<file path="src/rtl/core/rti_pkg.sv">
// shared constants and types for the ray/triangle intersection block
// no dependencies
`timescale 1ns / 1ps

package rti_pkg;

    localparam int FIELD_W = 16;
    localparam int REG_W   = 48;
    localparam int DIST_W  = 32;
    localparam int PADDR_W = 5;
    localparam int PDATA_W = 64;

    localparam logic [1:0] ST_HIT   = 2'd0;
    localparam logic [1:0] ST_MISS  = 2'd1;
    localparam logic [1:0] ST_PLANE = 2'd2;

    localparam logic [1:0] REG_VTX_A = 2'd0;
    localparam logic [1:0] REG_VTX_B = 2'd1;
    localparam logic [1:0] REG_VTX_C = 2'd2;

    localparam logic [1:0] SETUP_LAT = 2'd3;

    typedef struct packed {
        logic       vld;
        logic [1:0] status;
        logic       sat;
    } t_ctl;

endpackage

</file>
<file path="src/rtl/core/rti_div_step.sv">
// one restoring division step of the distance divider, registered
// depends on rti_pkg
`timescale 1ns / 1ps

module rti_div_step #(
    parameter int AW = 54
) (
    input  logic                        i_clk,
    input  logic                        i_rst_n,
    input  logic                        i_adv,
    input  rti_pkg::t_ctl               i_ctl,
    input  logic [AW-1:0]               i_ad,
    input  logic [AW-1:0]               i_rem,
    input  logic [rti_pkg::DIST_W-1:0]  i_bits,
    output rti_pkg::t_ctl               o_ctl,
    output logic [AW-1:0]               o_ad,
    output logic [AW-1:0]               o_rem,
    output logic [rti_pkg::DIST_W-1:0]  o_bits
);
    import rti_pkg::*;

    t_ctl               r_ctl;
    logic [AW-1:0]      r_ad;
    logic [AW-1:0]      r_rem;
    logic [DIST_W-1:0]  r_bits;

    logic [AW:0]        t;
    logic [AW:0]        dif;
    logic               ge;
    logic [AW-1:0]      n_rem;
    logic [DIST_W-1:0]  n_bits;

    always_comb begin
        t      = {i_rem, i_bits[DIST_W-1]};
        dif    = t - {1'b0, i_ad};
        ge     = (t >= {1'b0, i_ad});
        n_rem  = ge ? dif[AW-1:0] : t[AW-1:0];
        n_bits = {i_bits[DIST_W-2:0], ge};
    end

    always_ff @(posedge i_clk) begin
        if (!i_rst_n) begin
            r_ctl <= '0;
        end else if (i_adv) begin
            r_ctl <= i_ctl;
        end
    end

    always_ff @(posedge i_clk) begin
        if (i_adv) begin
            r_ad   <= i_ad;
            r_rem  <= n_rem;
            r_bits <= n_bits;
        end
    end

    assign o_ctl  = r_ctl;
    assign o_ad   = r_ad;
    assign o_rem  = r_rem;
    assign o_bits = r_bits;

endmodule

</file>
<file path="config.mk">
export PLATFORM = sky130hd
export DESIGN_NAME = rti_div_step
export DESIGN_NICKNAME = d
export VERILOG_FILES = /design/src/rtl/core/rti_pkg.sv /design/src/rtl/core/rti_div_step.sv
export SDC_FILE = /design/constraint.sdc
export NUM_CORES = 1
export LEC_CHECK = 0
export BUFFER_PORTS_ARGS = -buffer_cell sky130_fd_sc_hd__buf_2
export CAP_MARGIN = 20
export CORE_ASPECT_RATIO = 0.8
export CORE_MARGIN = 5
export CORE_UTILIZATION = 51
export DETAILED_ROUTE_END_ITERATION = 10
export GPL_TIMING_DRIVEN = 0
export PLACE_DENSITY = 0.81
export SYNTH_ARGS = -nofsm -noshare
export SYNTH_HDL_FRONTEND = slang
export SYNTH_SLANG_ARGS = --single-unit
export TNS_END_PERCENT = 10
</file>
<file path="constraint.sdc">
create_clock -name i_clk -period 3.7 [get_ports i_clk]
set_input_delay 0.555 -clock i_clk [delete_from_list [all_inputs] [get_ports i_clk]]
set_output_delay 0.555 -clock i_clk [all_outputs]
set_load 0.1 [all_outputs]
</file>
Word level (Yosys, flattened, before mapping)
Cells that the tools add are included.
- word-level logic and storage cells: 9
- register bits: 144
- output and inout bits: 144
- $lt $le $gt $ge: 1
- multiplexer cells: 1
- add/subtract/negate cells: 1
- operators with widths (operator ; count):
    >= comparator 55 x 54 -> 1 bit ; 1
    2-to-1 mux 54 bit ; 1
    subtractor 54 bit ; 1

Depth between registers and ports, before layout
Gate-level depths: netlist of run 1.
- word-level depth: 2
- gate-level depth with buffers: 14
- mapped depth without buffers: 13

Least setup slack after synthesis of run 1
Ideal clock, no wire load.
- path type: input to register
- start: in i_bits[31] in the netlist's numbering
- end: reg r_rem[40], in the netlist o_rem[40], data pin
- slack: 0.580 ns
- required time: 3.433 ns
- arrival time: 2.854 ns
- cell stages on the path: 13
- cells stage by stage: inv_1 -> ha_1 -> inv_1 -> fa_1 -> a211oi_1 -> o21ai_0 -> nand4_1 -> a41oi_2 -> a21oi_2 -> o21bai_1 -> a311oi_1 -> xor2_1 -> o21ai_0
- longest elaborated chain between the ends: 2
- elaborated cells on any way between the ends: 3
- classes of those cells: 1 x add/sub; 1 x order compare; 1 x mux
- ends and longest elaborated chain (what ; line ; RTL):
    from (decl) ; rti_div_step.sv:14 ; input logic [rti_pkg::DIST_W-1:0] i_bits,
    subtractor 54 bit / >= comparator 55 x 54 -> 1 bit (equally long branches) ; rti_div_step.sv:35, rti_div_step.sv:36 ;
    2-to-1 mux 54 bit * ; rti_div_step.sv:37 ; n_rem = ge ? dif[AW-1:0] : t[AW-1:0];
    named net n_rem[40] ; rti_div_step.sv:30 ; logic [AW-1:0] n_rem;
    to (signal assigned) ; rti_div_step.sv:52 ; r_rem <= n_rem;
    to (decl) ; rti_div_step.sv:24 ; logic [AW-1:0] r_rem;
The timed path passes the listed nets; every way through them passes the cells marked *.
A chain may end at the register's enable or synchronous reset.

Worst setup path in the final report of run 1
- start: in i_bits[31] in the netlist's numbering
- end: reg r_rem[52], in the netlist o_rem[52], data pin
Same word-level chain as after synthesis.

==> results of run 1 <==
final cells by class:
type / instances / area (um2)
multi-input cells: 533 / 3550
inverters: 75 / 282
fillers: 1259 / 5240
clock inverters: 14 / 156
well taps: 215 / 269
clock buffers: 18 / 429
plain buffers: 30 / 154
flip-flops and latches: 144 / 4280
repair buffers: 291 / 1490
per-layer routing:
layer  up-vias  GRT usage (%)
met2       291           41.6
met4         0           5.00
met1      3374           32.5
met5         -              0
li1       3486              -
met3        22           7.26
cells in the mapped netlist (8+ instances only):
library cell | instances | area [um2]
a21o_1 | 30 | 225
nor2_1 | 32 | 120
a21oi_1 | 55 | 275
edfxtp_1 | 140 | 4200
xor2_1 | 20 | 175
o211ai_1 | 8 | 60.1
o21bai_1 | 11 | 82.6
xnor2_1 | 28 | 245
o21ai_0 | 69 | 345
a31oi_1 | 10 | 62.6
ha_1 | 54 | 676
nand2_1 | 95 | 357
nand3_1 | 12 | 60.1
clkbuf_1 | 11 | 41.3
nand4_1 | 11 | 68.8
inv_1 | 74 | 278
buf_2 | 13 | 65.1
nor2b_1 | 8 | 50.1
state kept, by name, indices dropped and copies added, names as in the netlist:
name    count
o_ad       54
o_bits     32
o_ctl       4
o_rem      54
cell families (layout without fill, tap and decap cells):
group	count (synthesis)	count (layout)	share of synthesized area [%]
xor+xnor	48	48	5.08
flops	144	144	51.8
compound gates	233	233	17.9
simple gates	191	191	10.8
buf+inv	105	428	5.26
mux	6	6	0.802
fa+ha+maj	55	55	8.41
power by group through the flow:
| stage | registers (mW) | logic (mW) | clock network [mW] |
|---|---|---|---|
| global route | 2.06 | 2.44 | 1.81 |
| detailed placement | 2.08 | 2.31 | 0 |
| CTS | 2.05 | 2.32 | 1.74 |
| finish | 2.05 | 2.32 | 1.72 |
| global placement | 2.08 | 2.28 | 0 |
| floorplan | 3.36 | 0.576 | 0 |
worst max-delay path: stages:
cell and delay (ps):
buf_2 100, inv_1 50, ha_1 160, inv_1 50, fa_1 430, a211oi_1 330, o21ai_0 280, nand4_1 280
a41oi_2 220, a21oi_2 350, o221ai_1 290, a21boi_0 270, xor2_1 160, o21ai_0 90
worst min path at each step:
stage / start / endpoint / cells past startpoint
floorplan: i_ad[0] / o_ad[0] / 0
global placement: o_ctl[1] / o_ctl[1] / 2
detailed placement: o_ctl[1] / o_ctl[1] / 2
CTS: i_bits[27] / o_bits[28] / 1
global route: i_bits[6] / o_bits[7] / 1
finish: i_bits[2] / o_bits[3] / 1
through the flow:
stage / cells / setup WS (ps) / utilization (%)
after global placement: 1287 / -45.3 / 63.0
after global routing: 1320 / 15.9 / 66.9
after CTS: 1320 / 316 / 66.9
after floorplan: 782 / 580 / -
final: 1320 / 232 / 66.9
after detailed placement: 1288 / -123 / 63.2
==> results.sh, run 1 <==
export IMPL_grt_pass1_wl_mm=36.8
export IMPL_cts_made_buffers=17
export IMPL_port_buffers=290
export IMPL_core_um2=15900
export IMPL_grt_usage_pct=24.7
export IMPL_die_y_um=124
export IMPL_crit_end="o_rem[52]"
export IMPL_gp_congestion=0.889
export IMPL_swShare_pct=42.9
export IMPL_status="finished, final reports clean"
export IMPL_finalCriticalPeriod_ps=3470
export IMPL_min_path_type="input port to register"
export IMPL_hpwl_mm=18.5
export IMPL_wl_met1_mm=10.3
export IMPL_clk_latency_ps=420
export IMPL_power_switching_mw=2.61
export IMPL_layout_common_cells="302 x buf_2, 140 x edfxtp_1, 95 x nand2_1"
export IMPL_r2r_start="o_ctl[0]"
export IMPL_antenna_left=0
export IMPL_viasPerCell=5.43
export IMPL_cts_tree="done"
export IMPL_r2r_setup_slack_ps=3060
export IMPL_r2r_end="o_ctl[0]"
export IMPL_grt_max_degree=79
export IMPL_synth_edf_count=140
export IMPL_grt_pass1_vias=6937
export IMPL_syn2layout_area_growth_pct=28.3
export IMPL_p_int_mw=3.48
export IMPL_synthesis_nets=984
export IMPL_clk_pin_slew_ps=70
export IMPL_drc_errors=0
export IMPL_ys_seq_area_share_pct=51.8
export IMPL_layout_drive_gt1_share_pct=32.3
export IMPL_worstMarginPinSlew_ps=615
export IMPL_dieArea_um2=18900
export IMPL_grt_ovfl_total=0
export IMPL_worstPathMaxFanout=4
export IMPL_placementRows=41
export IMPL_postCtsSetupRepairBufs=0
export IMPL_p_leak_nw=4.85
export IMPL_worstSetupStartpointType="input port"
export IMPL_hold_viol_final=0
export IMPL_max_freq_ghz=0.288
export IMPL_skew_ps=0
export IMPL_synthArstFlopShare_pct=0
export IMPL_maxSlewHeadroom_pct=59.0
export IMPL_ios=291
export IMPL_antenna_found_initial=0
export IMPL_netlist_instances=782
export IMPL_cts_sinks=144
export IMPL_yosysWarnings=0
export IMPL_dr_wl_met2_mm=11.3
export IMPL_slew_violations=0
export IMPL_crit_start="i_bits[31]"
export IMPL_hold_slack_ps=304
export IMPL_tns_ps=0
export IMPL_p_total_mw=6.09
export IMPL_dr_wl_met3_mm=1.90
export IMPL_finalSetupViolations=0
export IMPL_cp_required_ps=3870
export IMPL_vias=7173
export IMPL_dr_pass1_iters=5
export IMPL_power_frac_seq_pct=33.6
export IMPL_highest_layer="met4"
export IMPL_ys_flop_type="edfxtp_1"
export IMPL_syn_cell_area_um2=8270
export IMPL_clockBufferDepth=2
export IMPL_initial_core_util_pct=52.2
export IMPL_first_iter_violations=510
export IMPL_rsz0062_at_grt="no"
export IMPL_maxCapViolations=0
export IMPL_fin_crit_sh_pct=93.7
export IMPL_drt_total_wl_mm=23.7
export IMPL_nets=1294
export IMPL_rr_worst_depth=2
export IMPL_die_w_um=152
export IMPL_pwr_share_clk_pct=28.2
export IMPL_placedInstanceArea_um2=10000
export IMPL_p_per_area_nw_per_um2=574
export IMPL_final_common_cell="buf_2"
export IMPL_postLayoutCellArea_um2=10600
export IMPL_crit_path_end_kind="register"
export IMPL_wl_per_cell_um=18.0
export IMPL_critPathKind="input port to register"
export IMPL_synth_cell_types=67
export IMPL_arrival_ps=3630
export IMPL_comb_power_share_pct=38.2
export IMPL_cts_resized=0
export IMPL_cts_root_buf="clkbuf_16"
export IMPL_cts_hold_buf=0
export IMPL_irDropWorstVdd_mv=0.409
export IMPL_h_tree_depth=4
export IMPL_avgSynthCellArea_um2=10.6
export IMPL_diodes=0
export IMPL_synth_seq_cells=144
Note: power is estimated with default switching activity, not from simulation.
==> run 2: changes to the inputs <==
--- a/config.mk
+++ b/config.mk
@@ -13,6 +13,7 @@
 export DETAILED_ROUTE_END_ITERATION = 10
 export GPL_TIMING_DRIVEN = 0
 export PLACE_DENSITY = 0.81
+export RECOVER_POWER = 25
 export SYNTH_ARGS = -nofsm -noshare
 export SYNTH_HDL_FRONTEND = slang
 export SYNTH_SLANG_ARGS = --single-unit
==> run 2 against run 1 <==
The flow now finishes with violations (capacitance limit, slew limit). Core utilization fell by 0.33 points. Via count rose by 0.26%. Non-clock buffer count did not move. First-iteration DRC count fell by 2.9%. Clock power barely moved. Critical path type unchanged. Critical endpoint unchanged.
==> results.sh, run 2 (synthesis results as in run 1) <==
export IMPL_grt_usage_pct=24.7
export IMPL_grt_ovfl_total=0
export IMPL_viasPerCell=5.45
export IMPL_placedInstanceArea_um2=10000
export IMPL_tns_ps=0
export IMPL_layout_common_cells="265 x buf_2, 140 x edfxtp_1, 95 x nand2_1"
export IMPL_first_iter_violations=495
export IMPL_cts_hold_buf=0
export IMPL_p_int_mw=3.47
export IMPL_grt_pass1_wl_mm=36.8
export IMPL_crit_start="i_bits[31]"
export IMPL_cpMaxStageDelayCell="fa_1"
export IMPL_status="finished with violations"
export IMPL_r2r_start="o_ctl[0]"
export IMPL_grt_pass1_vias=6937
export IMPL_finalSetupViolations=0
export IMPL_crit_buf_inv=3
export IMPL_die_w_um=152
export IMPL_crit_family="compound AO/OA/AOI/OAI gates"
export IMPL_power_switching_mw=2.61
export IMPL_initial_core_util_pct=52.2
export IMPL_drc_errors=0
export IMPL_min_path_type="input port to register"
export IMPL_path_depth=14
export IMPL_clk_latency_ps=420
export IMPL_irDropWorstVdd_mv=0.407
export IMPL_power_frac_seq_pct=33.7
export IMPL_slew_violations=64
export IMPL_top_usage_layer="met2"
export IMPL_gp_congestion=0.889
export IMPL_max_stage_delay_ps=420
export IMPL_postCtsSetupRepairBufs=0
export IMPL_dieArea_um2=18900
export IMPL_violations="capacitance limit, slew limit"
export IMPL_finalCriticalPeriod_ps=3470
export IMPL_layout_drive_gt1_share_pct=29.0
export IMPL_vias=7192
export IMPL_wl_per_cell_um=18.0
export IMPL_cts_made_buffers=17
export IMPL_postLayoutCellArea_um2=10600
export IMPL_grt_use_met3_pct=7.26
export IMPL_worstPathMaxFanout=4
export IMPL_p_per_area_nw_per_um2=576
export IMPL_drt_total_wl_mm=23.7
export IMPL_comb_power_share_pct=38.1
export IMPL_p_leak_nw=4.75
export IMPL_fin_crit_sh_pct=93.7
export IMPL_crit_end="o_rem[52]"
export IMPL_cts_resized=0
export IMPL_rr_worst_depth=2
export IMPL_clk_pin_slew_ps=70
export IMPL_grt_use_met2_pct=41.6
export IMPL_maxSlewHeadroom_pct=-9.67
export IMPL_r2r_setup_slack_ps=3060
export IMPL_swShare_pct=42.9
export IMPL_syn2layout_area_growth_pct=27.7
export IMPL_core_um2=15900
export IMPL_die_y_um=124
export IMPL_grt_max_degree=79
export IMPL_final_common_cell="buf_2"
export IMPL_worstMarginPinSlew_ps=1640
export IMPL_nets=1294
export IMPL_ios=291
export IMPL_crit_path_cell_trace="buf_2 -> inv_1 -> ha_1 -> inv_1 -> fa_1 -> a211oi_1 -> o21ai_0 -> nand4_1 -> a41oi_2 -> a21oi_2 -> o221ai_1 -> a21boi_0 -> xor2_1 -> o21ai_0"
export IMPL_p_total_mw=6.08
export IMPL_cts_sinks=144
export IMPL_crit_path_end_kind="register"
export IMPL_cts_root_buf="clkbuf_16"
export IMPL_antenna_left=0
export IMPL_clockBufferDepth=2
export IMPL_hold_viol_final=0
export IMPL_h_tree_depth=4
export IMPL_antenna_found_initial=0
export IMPL_dr_pass1_iters=5
export IMPL_rsz0062_at_grt="no"
export IMPL_maxCapViolations=1
export IMPL_arrival_ps=3630
export IMPL_cts_tree="done"
export IMPL_pwr_share_clk_pct=28.2
export IMPL_placementRows=41
export IMPL_max_freq_ghz=0.289
export IMPL_met1_usage_pct=32.5
export IMPL_worstSetupStartpointType="input port"
export IMPL_hpwl_mm=18.5
export IMPL_cp_required_ps=3870
export IMPL_diodes=0
export IMPL_critPathKind="input port to register"
export IMPL_skew_ps=0
export IMPL_port_buffers=290
export IMPL_r2r_end="o_ctl[0]"
[run 2: cell count changes in the layout (fill, tap and decap cells not counted), sizes merged]
cell | before | now
buf | 308 | 270
clkbuf | 31 | 69
[run 2: final cells by class]
| cell class | count | area [um2] |
|---|---|---|
| Timing Repair Buffer | 291 | 1430 |
| Fill cell | 1276 | 5290 |
| Inverter | 75 | 282 |
| Clock inverter | 14 | 156 |
| Tap cell | 215 | 269 |
| Buffer | 30 | 154 |
| Multi-Input combinational cell | 533 | 3550 |
| Sequential cell | 144 | 4280 |
| Clock buffer | 18 | 429 |
[run 2: worst min-delay path by stage]
| stage | startpoint | to | depth (start not counted) |
|---|---|---|---|
| 6_report | i_bits[2] | o_bits[3] | 1 |
| 4_1_cts | i_bits[27] | o_bits[28] | 1 |
| 3_5_place_dp | o_ctl[1] | o_ctl[1] | 2 |
| 3_3_place_gp | o_ctl[1] | o_ctl[1] | 2 |
| 5_1_grt | i_bits[6] | o_bits[7] | 1 |
| 2_1_floorplan | i_ad[0] | o_ad[0] | 0 |
[run 2: power by group through the flow]
stage          clock network [mW]  registers [mW]  logic (mW)
3_3_place_gp                    0            2.08        2.28
5_1_grt                      1.81            2.06        2.43
6_report                     1.72            2.05        2.32
4_1_cts                      1.74            2.05        2.32
3_5_place_dp                    0            2.08        2.31
2_1_floorplan                   0            3.36       0.576
[run 2: through the flow]
step | hold WS, ps | std cells | utilization (%) | setup slack (ps)
global placement | 496 | 1287 | 63.0 | -45.3
detailed placement | 512 | 1288 | 63.2 | -123
CTS | 287 | 1320 | 66.9 | 316
global route | 281 | 1320 | 66.6 | 15.9
floorplan | 654 | 782 | - | 580
finish | 303 | 1320 | 66.6 | 234
[run 2: routing by layer]
layer / wire, um / part of all wire (%)
met3: 1940 / 8.2
met5: 0 / 0
met2: 11400 / 48
met1: 10200 / 43
met4: 215 / 0.91
==> run 3: changes to the inputs <==
--- a/config.mk
+++ b/config.mk
@@ -12,8 +12,10 @@
 export CORE_UTILIZATION = 51
 export DETAILED_ROUTE_END_ITERATION = 10
 export GPL_TIMING_DRIVEN = 0
+export MAX_ROUTING_LAYER = met4
 export PLACE_DENSITY = 0.81
 export RECOVER_POWER = 25
+export SKIP_LAST_GASP = 1
 export SYNTH_ARGS = -nofsm -noshare
 export SYNTH_HDL_FRONTEND = slang
 export SYNTH_SLANG_ARGS = --single-unit
==> run 3 against run 2 <==
The run still ends with capacitance limit, slew limit left. Sequential power hardly changed. Global-route usage rose by 0.063 points. Clock skew is the same. Via count decreased by 0.95%. Largest cell class unchanged. Largest power group unchanged.
==> results.sh, run 3 (synthesis results as in run 1) <==
export IMPL_cts_sinks=144
export IMPL_cts_resized=0
export IMPL_port_buffers=290
export IMPL_dp_cells=1288
export IMPL_dieArea_um2=18900
export IMPL_worstMarginPinSlew_ps=3240
export IMPL_crit_path_end_kind="register"
export IMPL_p_per_area_nw_per_um2=575
export IMPL_p_leak_nw=4.75
export IMPL_final_cells=1320
export IMPL_ios=291
export IMPL_clk_latency_ps=420
export IMPL_arrival_ps=3550
export IMPL_worstSetupStartpointType="input port"
export IMPL_maxSlewHeadroom_pct=-116
export IMPL_initial_core_util_pct=52.2
export IMPL_antenna_left=0
export IMPL_finalSetupViolations=0
export IMPL_rsz0062_at_grt="no"
export IMPL_hold_slack_ps=296
export IMPL_grt_pass1_wl_mm=35.8
export IMPL_pre_cts_ws_ps=-81.1
export IMPL_viasPerCell=5.40
export IMPL_min_path_type="input port to register"
export IMPL_dr_pass1_iters=4
export IMPL_grt_usage_pct=24.8
export IMPL_max_freq_ghz=0.295
export IMPL_h_tree_depth=4
export IMPL_cts_made_buffers=17
export IMPL_p_total_mw=6.07
export IMPL_vias=7124
export IMPL_utilization_pct=66.6
export IMPL_clk_pin_slew_ps=70
export IMPL_antenna_found_initial=0
export IMPL_critPathKind="input port to register"
export IMPL_drc_errors=0
export IMPL_first_iter_violations=483
export IMPL_irDropWorstVdd_mv=0.381
export IMPL_layout_common_cells="265 x buf_2, 140 x edfxtp_1, 95 x nand2_1"
export IMPL_violations="capacitance limit, slew limit"
export IMPL_cp_required_ps=3850
export IMPL_nets=1294
export IMPL_n_fill_cell=1275
export IMPL_layout_drive_gt1_share_pct=28.9
export IMPL_slew_violations=60
export IMPL_fin_crit_sh_pct=91.7
export IMPL_grt_pass1_vias=6760
export IMPL_syn2layout_area_growth_pct=27.7
export IMPL_status="finished with violations"
export IMPL_hpwl_mm=18.3
export IMPL_cts_root_buf="clkbuf_16"
export IMPL_grt_ovfl_total=0
export IMPL_cts_tree="done"
export IMPL_maxCapViolations=1
export IMPL_grt_max_degree=83
export IMPL_placementRows=41
export IMPL_postCtsSetupRepairBufs=0
export IMPL_die_y_um=124
export IMPL_diodes=0
export IMPL_worstPathMaxFanout=4
export IMPL_setup_ws_ps=305
export IMPL_cts_hold_buf=0
export IMPL_gp_congestion=0.902
export IMPL_wl_per_cell_um=17.6
export IMPL_hold_viol_final=0
export IMPL_final_common_cell="buf_2"
export IMPL_drt_total_wl_mm=23.2
export IMPL_clockBufferDepth=2
export IMPL_die_w_um=152
export IMPL_finalCriticalPeriod_ps=3390
export IMPL_skew_ps=0
export IMPL_core_um2=15900
## run 3: changes by cell type in the layout (fill, tap and decap cells not counted)
cell | before | now
inv_6 | 4 | 2
clkbuf_1 | 49 | 50
clkbuf_2 | 3 | 2
clkinv_4 | 5 | 6
inv_8 | 0 | 1
## run 3: layout make-up
| class | count | area (um2) | share of cell area (%) |
|---|---|---|---|
| inverters | 75 | 282 | 2.67 |
| plain buffers | 30 | 154 | 1.46 |
| well taps | 215 | 269 | 2.55 |
| repair buffers | 291 | 1430 | 13.6 |
| clock inverters | 14 | 159 | 1.50 |
| multi-input cells | 533 | 3550 | 33.6 |
| clock buffers | 18 | 429 | 4.06 |
| flip-flops and latches | 144 | 4280 | 40.6 |
## run 3: power breakdown
part / switching (mW) / total, mW / internal (mW)
sequential: 0.0396 / 2.05 / 2.01
combinational: 1.85 / 2.31 / 0.457
clock: 0.708 / 1.71 / 1.00
total: 2.60 / 6.07 / 3.47
## run 3: final timing paths
| check | startpoint | end | slack, ps | cells past startpoint |
|---|---|---|---|---|
| worst max-delay path | i_ad[0] | o_rem[40] | 310 | 13 |
| worst min-delay path | i_bits[1] | o_bits[2] | 300 | 1 |
| worst max register to register | o_ctl[0] | o_ctl[0] | 3090 | 2 |
| worst min register to register | o_ctl[1] | o_ctl[1] | 520 | 2 |
## run 3: per-stage QoR
stage / TNS (ps) / cell area, um2
final: 0 / 10600
after global routing: 0 / 10600
after floorplan: 0 / 8270
after global placement: -60.6 / 9990
after detailed placement: -123 / 10000
after CTS: 0 / 10600
## run 3: metal layers
layer / part of all wire [%] / GRT usage [%]
met3: 7.4 / 6.36
met1: 45 / 33.0
met5: 0 / -
met2: 47 / 39.3
met4: 0.84 / 5.17
## run 3: critical path, cell delays in order
cell and delay [ps]:
clkbuf_1 150, ha_1 190, inv_1 50, fa_1 420, a211oi_1 310, o21ai_0 280, nand4_1 280, a41oi_2 210
a21oi_2 330, o21bai_1 160, a311oi_1 350, xor2_1 170, o21ai_0 80
